File: config.mk
export PLATFORM = sky130hd
export DESIGN_NAME = i2c_target_write_receiver
export DESIGN_NICKNAME = d
export VERILOG_FILES = /design/src/hw/rtl/i2ctwr_pkg.sv /design/src/hw/rtl/i2c_target_write_receiver.sv
export SDC_FILE = /design/constraint.sdc
export NUM_CORES = 1
export LEC_CHECK = 0
export BUFFER_PORTS_ARGS = -buffer_cell sky130_fd_sc_hd__buf_2
export CAP_MARGIN = 25
export CORE_MARGIN = 1.5
export CORE_UTILIZATION = 57
export CTS_CLUSTER_DIAMETER = 40
export DETAILED_ROUTE_END_ITERATION = 10
export GPL_ROUTABILITY_DRIVEN = 0
export PLACE_DENSITY = 0.89
export SKIP_CTS_REPAIR_TIMING = 1
export SLEW_MARGIN = 20
export SYNTH_ARGS = -nofsm -noshare
export SYNTH_HDL_FRONTEND = slang
export SYNTH_SLANG_ARGS = --single-unit
File: constraint.sdc
create_clock -name clk -period 2.73 [get_ports clk]
set_input_delay 0.4095 -clock clk [delete_from_list [all_inputs] [get_ports clk]]
set_output_delay 0.4095 -clock clk [all_outputs]
set_load 0.01 [all_outputs]
File: src/hw/rtl/i2ctwr_pkg.sv
// Shared types and constants for the I2C target write receiver.
`default_nettype none

package i2ctwr_pkg;

  localparam int unsigned ADDR_W       = 7;
  localparam int unsigned BYTE_W       = 8;
  localparam int unsigned CFG_IDX_W    = 1;
  localparam int unsigned CFG_DATA_W   = 8;
  localparam int unsigned IN_TDATA_W   = 8;
  localparam int unsigned OUT_TDATA_W  = 32;
  localparam int unsigned OUT_FIELDS_W = 27;

  localparam logic [CFG_IDX_W-1:0] REG_TARGET_ADDRESS = 1'b0;
  localparam logic [CFG_IDX_W-1:0] REG_MAX_BYTES      = 1'b1;

  localparam logic [ADDR_W-1:0] TARGET_ADDRESS_RST = 7'd8;
  localparam logic [BYTE_W-1:0] MAX_BYTES_RST      = 8'd132;

  // shift register: eight data bits under a sentinel marker
  localparam logic [BYTE_W:0] SHIFT_EMPTY = 9'h001;

  typedef enum logic [6:0] {
    PH_WAIT_HIGH = 7'b0000001,
    PH_WAIT_FALL = 7'b0000010,
    PH_BIT_HIGH  = 7'b0000100,
    PH_BIT_LOW   = 7'b0001000,
    PH_ACK_HIGH1 = 7'b0010000,
    PH_ACK_LOW   = 7'b0100000,
    PH_ACK_HIGH2 = 7'b1000000
  } phase_t;

  typedef struct packed {
    logic [BYTE_W-1:0] message_length;
    logic              addressed;
    logic [BYTE_W-1:0] byte_index;
    logic [BYTE_W-1:0] byte_value;
    logic              byte_valid;
    logic              sda_pull_low;
  } result_t;

endpackage

`default_nettype wire

File: src/hw/rtl/i2c_target_write_receiver.sv
// Top level: receive-only I2C target fed with one SCL/SDA sample per beat.
//
//  channel | dir | beat contents
//  in_     | in  | one SCL/SDA line sample
//  out_    | out | ack drive, received byte, message end/length
//  cfg_    | in  | register write: target address, byte limit
//
// One sample per cycle while the result is not stalled; each result appears in
// the cycle after its sample is accepted, from the result register. The protocol state and the result register
// are the only sequential stages. Reset (rst_n low, synchronous) returns
// to waiting for SDA high. A stalled result holds the next sample back.
`default_nettype none

module i2c_target_write_receiver
  import i2ctwr_pkg::*;
(
  input  wire logic                   clk,
  input  wire logic                   rst_n,
  input  wire logic                   in_tvalid,
  output      logic                   in_tready,
  input  wire logic [IN_TDATA_W-1:0]  in_tdata,   // [0] scl_level, [1] sda_level
  output      logic                   out_tvalid,
  input  wire logic                   out_tready,
  output      logic [OUT_TDATA_W-1:0] out_tdata,  // [0] sda_pull_low, [1] byte_valid,
                                                  // [9:2] byte_value, [17:10] byte_index,
                                                  // [18] addressed, [26:19] message_length
  output      logic                   out_tlast,  // message_done
  input  wire logic                   cfg_we,
  input  wire logic [CFG_IDX_W-1:0]   cfg_index,
  input  wire logic [CFG_DATA_W-1:0]  cfg_wdata
);

  logic [ADDR_W-1:0] target_address_r;
  logic [BYTE_W-1:0] max_bytes_r;

  phase_t            phase_r, phase_nxt;
  logic [BYTE_W:0]   shift_r, shift_nxt;
  logic              bit_start_sda_r, bit_start_sda_nxt;
  logic              ack_on_r, ack_on_nxt;
  logic [BYTE_W-1:0] byte_count_r, byte_count_nxt;
  logic              driving_low_r, driving_low_nxt;
  logic              first_seen_r, first_seen_nxt;

  result_t           res_r, res_nxt;
  logic              done_r, done_nxt;
  logic              out_valid_r;

  logic              accept;
  logic              scl;
  logic              sda;
  logic              stop;
  logic [BYTE_W:0]   shifted;
  logic [BYTE_W-1:0] rx_byte;

  assign in_tready = !out_valid_r || out_tready;
  assign accept    = in_tvalid && in_tready;
  assign scl       = in_tdata[0];
  assign sda       = in_tdata[1];
  assign shifted   = {shift_r[BYTE_W-1:0], sda};
  assign rx_byte   = shifted[BYTE_W-1:0];

  always_ff @(posedge clk) begin
    if (!rst_n) begin
      target_address_r <= TARGET_ADDRESS_RST;
      max_bytes_r      <= MAX_BYTES_RST;
    end else if (cfg_we) begin
      case (cfg_index)
        REG_TARGET_ADDRESS: target_address_r <= cfg_wdata[ADDR_W-1:0];
        REG_MAX_BYTES:      max_bytes_r      <= cfg_wdata;
        default: ;
      endcase
    end
  end

  always_comb begin
    phase_nxt         = phase_r;
    shift_nxt         = shift_r;
    bit_start_sda_nxt = bit_start_sda_r;
    ack_on_nxt        = ack_on_r;
    byte_count_nxt    = byte_count_r;
    driving_low_nxt   = driving_low_r;
    first_seen_nxt    = first_seen_r;
    stop              = 1'b0;
    res_nxt           = '0;

    case (phase_r)
      PH_WAIT_HIGH: begin
        if (sda) phase_nxt = PH_WAIT_FALL;
      end
      PH_WAIT_FALL: begin
        if (!sda) begin
          if (scl) begin
            shift_nxt         = SHIFT_EMPTY;
            byte_count_nxt    = '0;
            ack_on_nxt        = 1'b0;
            first_seen_nxt    = 1'b0;
            driving_low_nxt   = 1'b0;
            bit_start_sda_nxt = 1'b0;
            phase_nxt         = PH_BIT_HIGH;
          end else begin
            phase_nxt = PH_WAIT_HIGH;
          end
        end
      end
      PH_BIT_HIGH: begin
        if (scl) begin
          if (!bit_start_sda_r && sda) stop = 1'b1;
        end else begin
          phase_nxt = PH_BIT_LOW;
        end
      end
      PH_BIT_LOW: begin
        if (scl) begin
          bit_start_sda_nxt = sda;
          if (shifted[BYTE_W]) begin
            if (!first_seen_r) begin
              first_seen_nxt = 1'b1;
              ack_on_nxt     = (rx_byte == {target_address_r, 1'b0});
            end
            if (byte_count_r < max_bytes_r) begin
              res_nxt.byte_valid = 1'b1;
              res_nxt.byte_value = rx_byte;
              res_nxt.byte_index = byte_count_r;
              byte_count_nxt     = byte_count_r + 1'b1;
            end
            shift_nxt = SHIFT_EMPTY;
            phase_nxt = PH_ACK_HIGH1;
          end else begin
            shift_nxt = shifted;
            phase_nxt = PH_BIT_HIGH;
          end
        end
      end
      PH_ACK_HIGH1: begin
        if (scl) begin
          if (sda != bit_start_sda_r) stop = 1'b1;
        end else begin
          driving_low_nxt = ack_on_r;
          phase_nxt       = PH_ACK_LOW;
        end
      end
      PH_ACK_LOW: begin
        if (scl) begin
          bit_start_sda_nxt = sda;
          phase_nxt         = PH_ACK_HIGH2;
        end
      end
      PH_ACK_HIGH2: begin
        if (scl) begin
          if (sda != bit_start_sda_r) stop = 1'b1;
        end else begin
          driving_low_nxt   = 1'b0;
          shift_nxt         = SHIFT_EMPTY;
          bit_start_sda_nxt = sda;
          phase_nxt         = PH_BIT_LOW;
        end
      end
      default: begin
        phase_nxt = PH_WAIT_HIGH;
      end
    endcase

    res_nxt.addressed = ack_on_nxt;
    done_nxt          = stop;
    if (stop) begin
      res_nxt.message_length = byte_count_nxt;
      driving_low_nxt        = 1'b0;
      shift_nxt              = SHIFT_EMPTY;
      phase_nxt              = PH_WAIT_HIGH;
      ack_on_nxt             = 1'b0;
    end
    res_nxt.sda_pull_low = driving_low_nxt;
  end

  always_ff @(posedge clk) begin
    if (!rst_n) begin
      phase_r         <= PH_WAIT_HIGH;
      shift_r         <= SHIFT_EMPTY;
      bit_start_sda_r <= 1'b0;
      ack_on_r        <= 1'b0;
      byte_count_r    <= '0;
      driving_low_r   <= 1'b0;
      first_seen_r    <= 1'b0;
      out_valid_r     <= 1'b0;
    end else begin
      if (accept) begin
        phase_r         <= phase_nxt;
        shift_r         <= shift_nxt;
        bit_start_sda_r <= bit_start_sda_nxt;
        ack_on_r        <= ack_on_nxt;
        byte_count_r    <= byte_count_nxt;
        driving_low_r   <= driving_low_nxt;
        first_seen_r    <= first_seen_nxt;
        out_valid_r     <= 1'b1;
      end else if (out_tready) begin
        out_valid_r <= 1'b0;
      end
    end
  end

  always_ff @(posedge clk) begin
    if (accept) begin
      res_r  <= res_nxt;
      done_r <= done_nxt;
    end
  end

  assign out_tvalid = out_valid_r;
  assign out_tlast  = done_r;
  assign out_tdata  = {{(OUT_TDATA_W-OUT_FIELDS_W){1'b0}}, res_r};

`ifndef SYNTH
  a_done_excl_byte: assert property (@(posedge clk) disable iff (!rst_n)
    out_valid_r |-> !(done_r && res_r.byte_valid))
    else $error("message end and byte in the same beat");

  a_pull_needs_addr: assert property (@(posedge clk) disable iff (!rst_n)
    out_valid_r && res_r.sda_pull_low |-> res_r.addressed)
    else $error("SDA pulled low for a message not addressed");

  a_index_limit: assert property (@(posedge clk) disable iff (!rst_n)
    out_valid_r && res_r.byte_valid |-> res_r.byte_index < max_bytes_r)
    else $error("byte emitted beyond the length limit");

  a_drive_in_ack: assert property (@(posedge clk) disable iff (!rst_n)
    driving_low_r |-> (phase_r == PH_ACK_LOW || phase_r == PH_ACK_HIGH2))
    else $error("SDA driven outside the acknowledge slot");

  a_done_releases: assert property (@(posedge clk) disable iff (!rst_n)
    out_valid_r && done_r |-> !res_r.sda_pull_low)
    else $error("message end left SDA driven");
`endif

endmodule

`default_nettype wire
==> flow_summary.ini <==
[sta]
max_freq_mhz = 406
finalHoldViolCount = 0
finalSetupTns_ns = 0
worstMarginPinSlew_ns = 0.900
finalCriticalPeriod_ns = 2.47
relSlewSlack_pct = 39.2
skew_ns = 0.0123
rsz0062_at_grt = no
setup_violations = 0
finalMaxSlewViolations = 0
period_share_pct = 90.3

[placement]
port_buffers = 45
dp_hpwl_um = 5790
dp.cells = 501
post_dp_cell_area_um2 = 3950

[layout]
n_antenna_cell = 0
final_common_cell = buf_2
fill_cells = 450
final_cells = 517
nNetsFinal = 468
fin_util_pct = 69.1
final_cell_mix = 45 x buf_2, 44 x nand2_1, 43 x dfxtp_1, 28 x edfxtp_1, 25 x nor2_1
syn_to_final_growth_pct = 14.7
design_area_um2 = 4170
layout-drive-gt1-share_pct = 20.8

[synthesis]
synthCells = 389
synth-edff-count = 28
async_flop_share_pct = 0
ys.flop_type = dfxtp_1
syn_area_per_cell_um2 = 9.34
ys_seq_area_share_pct = 46.8
synth.cell_area_um2 = 3630
synth_cell_types = 61
ys_ff_latch = 71
yosysWarnings = 0

[cts]
cts_max_level = 3
clkSinkCount = 71
cts_tree = built
cts-buffers-inserted = 9
clk_pin_slew_worst_paths_ns = 0.08
cts.path.max_buffers = 2
clk_latency_ns = 0.35
cts-root-buf = clkbuf_8

[route]
routed_wl_um = 8280
dr.pass1.iters = 5
wl_per_cell_um = 16.0
drc_errors = 0
drtIter0Drc = 362
antenna_left = 0
via_per_inst = 6.10
via_count = 3155

[global_routing]
grt_pass1_vias = 2826
grt_max_degree = 35
grtUsageTotal_pct = 24.2
grt_antenna_before_repair = 0
grt_pass1_wl_um = 13500
grt_overflow = 0

[setup_path]
cp.arrival_ns = 2.76
crit_start = max_bytes_r[1]
worstPathMaxFanout = 11
worst-setup-path-type = reg -> reg
cp-start-kind = flop
timing.rr.start = max_bytes_r[1]
endpoint_kind = flop
ff2ff_path_depth = 9
crit_required_ns = 3.02

[floorplanning]
start_util_pct = 60.3
row_count = 28
io_pins = 57
die_x_um = 82.8
die-area_um2 = 6860
core_um2 = 6030
die_y_um = 82.8

[hold_path]
hold_class = in -> reg
min-delay-start = cfg_wdata[7]
hold_depth = 3

[job]
maxCapViolCount = 0

[status]
status = finished clean

[power_and_ir_drop]
powerDensity_nw_per_um2 = 551
p_leak_nw = 1.67
vdd_drop_max_v = 0.000278
power_mw = 2.30
-- worst paths after layout --
| path | endpoint | slack, ns |
|---|---|---|
| min | max_bytes_r[7] | 0.29 |
| max | byte_count_r[0] | 0.26 |
| max reg2reg | byte_count_r[0] | 0.26 |
| min reg2reg | max_bytes_r[3] | 0.47 |
-- power by group --
part / internal [mW] / switching, mW
sequential: 1.14 / 0.0249
clock: 0.479 / 0.416
combinational: 0.0871 / 0.147
-- sequential cells by signal (all words and copies together) (netlist names) --
name and flops:
byte_count_r 8, out_tlast 1, ack_on_r 1, first_seen_r 1
phase_r 7, bit_start_sda_r 1, out_tdata 27, target_address_r 7
max_bytes_r 8, out_tvalid 1, driving_low_r 1, shift_r 8
-- per-stage QoR --
step	hold slack [ns]	setup WS, ns
after floorplan	0.436	0.441
after global placement	0.444	0.393
after detailed placement	0.455	0.333
after CTS	0.294	0.295
after global routing	0.318	0.137
final	0.290	0.264
-- logic make-up (layout without fill, tap and decap cells) --
| group | after synthesis | after routing | synth area share [%] |
|---|---|---|---|
| buffers and inverters | 47 | 96 | 5.92 |
| XOR/XNOR | 10 | 10 | 2.41 |
| AND/OR/NAND/NOR | 165 | 165 | 24.6 |
| multiplexers | 9 | 9 | 2.48 |
| adder cells (fa/ha/maj) | 9 | 9 | 3.10 |
| flip-flops | 71 | 71 | 46.8 |
| AO/OA/AOI/OAI | 77 | 77 | 14.6 |
| other | 1 | 5 | 0.103 |
-- layout make-up --
| cell class | count | area [um2] | share of cell area [%] |
|---|---|---|---|
| well taps | 75 | 93.8 | 2.25 |
| clock inverters | 6 | 63.8 | 1.53 |
| repair buffers | 64 | 368 | 8.83 |
| clock buffers | 10 | 149 | 3.57 |
| multi-input cells | 275 | 1730 | 41.5 |
| flip-flops and latches | 71 | 1700 | 40.8 |
| inverters | 16 | 60.1 | 1.44 |
-- routing by layer --
layer  vias to the layer above  track usage (%)  wire [um]
li1                       1490                -          -
met1                      1476             32.1       3480
met2                       161             39.2       4010
met3                        28             3.78        547
met4                         0             11.1        241
met5                         -                0          0
-- worst max-delay path: stages, from the launching register on --
cell and delay (ns):
dfxtp_1 0.34, inv_1 0.06, ha_1 0.29, a2111oi_0 0.47, or3_1 0.32, nand3_4 0.15
inv_1 0.30, buf_4 0.22, nand3_1 0.09, a21oi_1 0.16
-- synthesized netlist by cell type (4+ instances only) --
cell      number  area [um2]
a21oi_1       22         110
a31oi_1        4        25.0
and2_1        17         106
buf_1          4        15.0
buf_2          7        35.0
buf_4          6        45.0
clkbuf_1      13        48.8
dfxtp_1       43         861
edfxtp_1      28         841
ha_1           9         113
inv_1         15        56.3
mux2i_1        9        90.1
nand2_1       44         165
nand2b_1       6        37.5
nand3_1       15        75.1
nand4_1       11        68.8
nor2_1        25        93.8
nor3_1        11        55.1
nor4_1         7        43.8
o21ai_0       12        60.1
o21ai_1       10        50.1
or3_1          4        25.0
or4_1          7        52.6
xor2_1         8        70.1
Power figures use the tool's default switching activity.
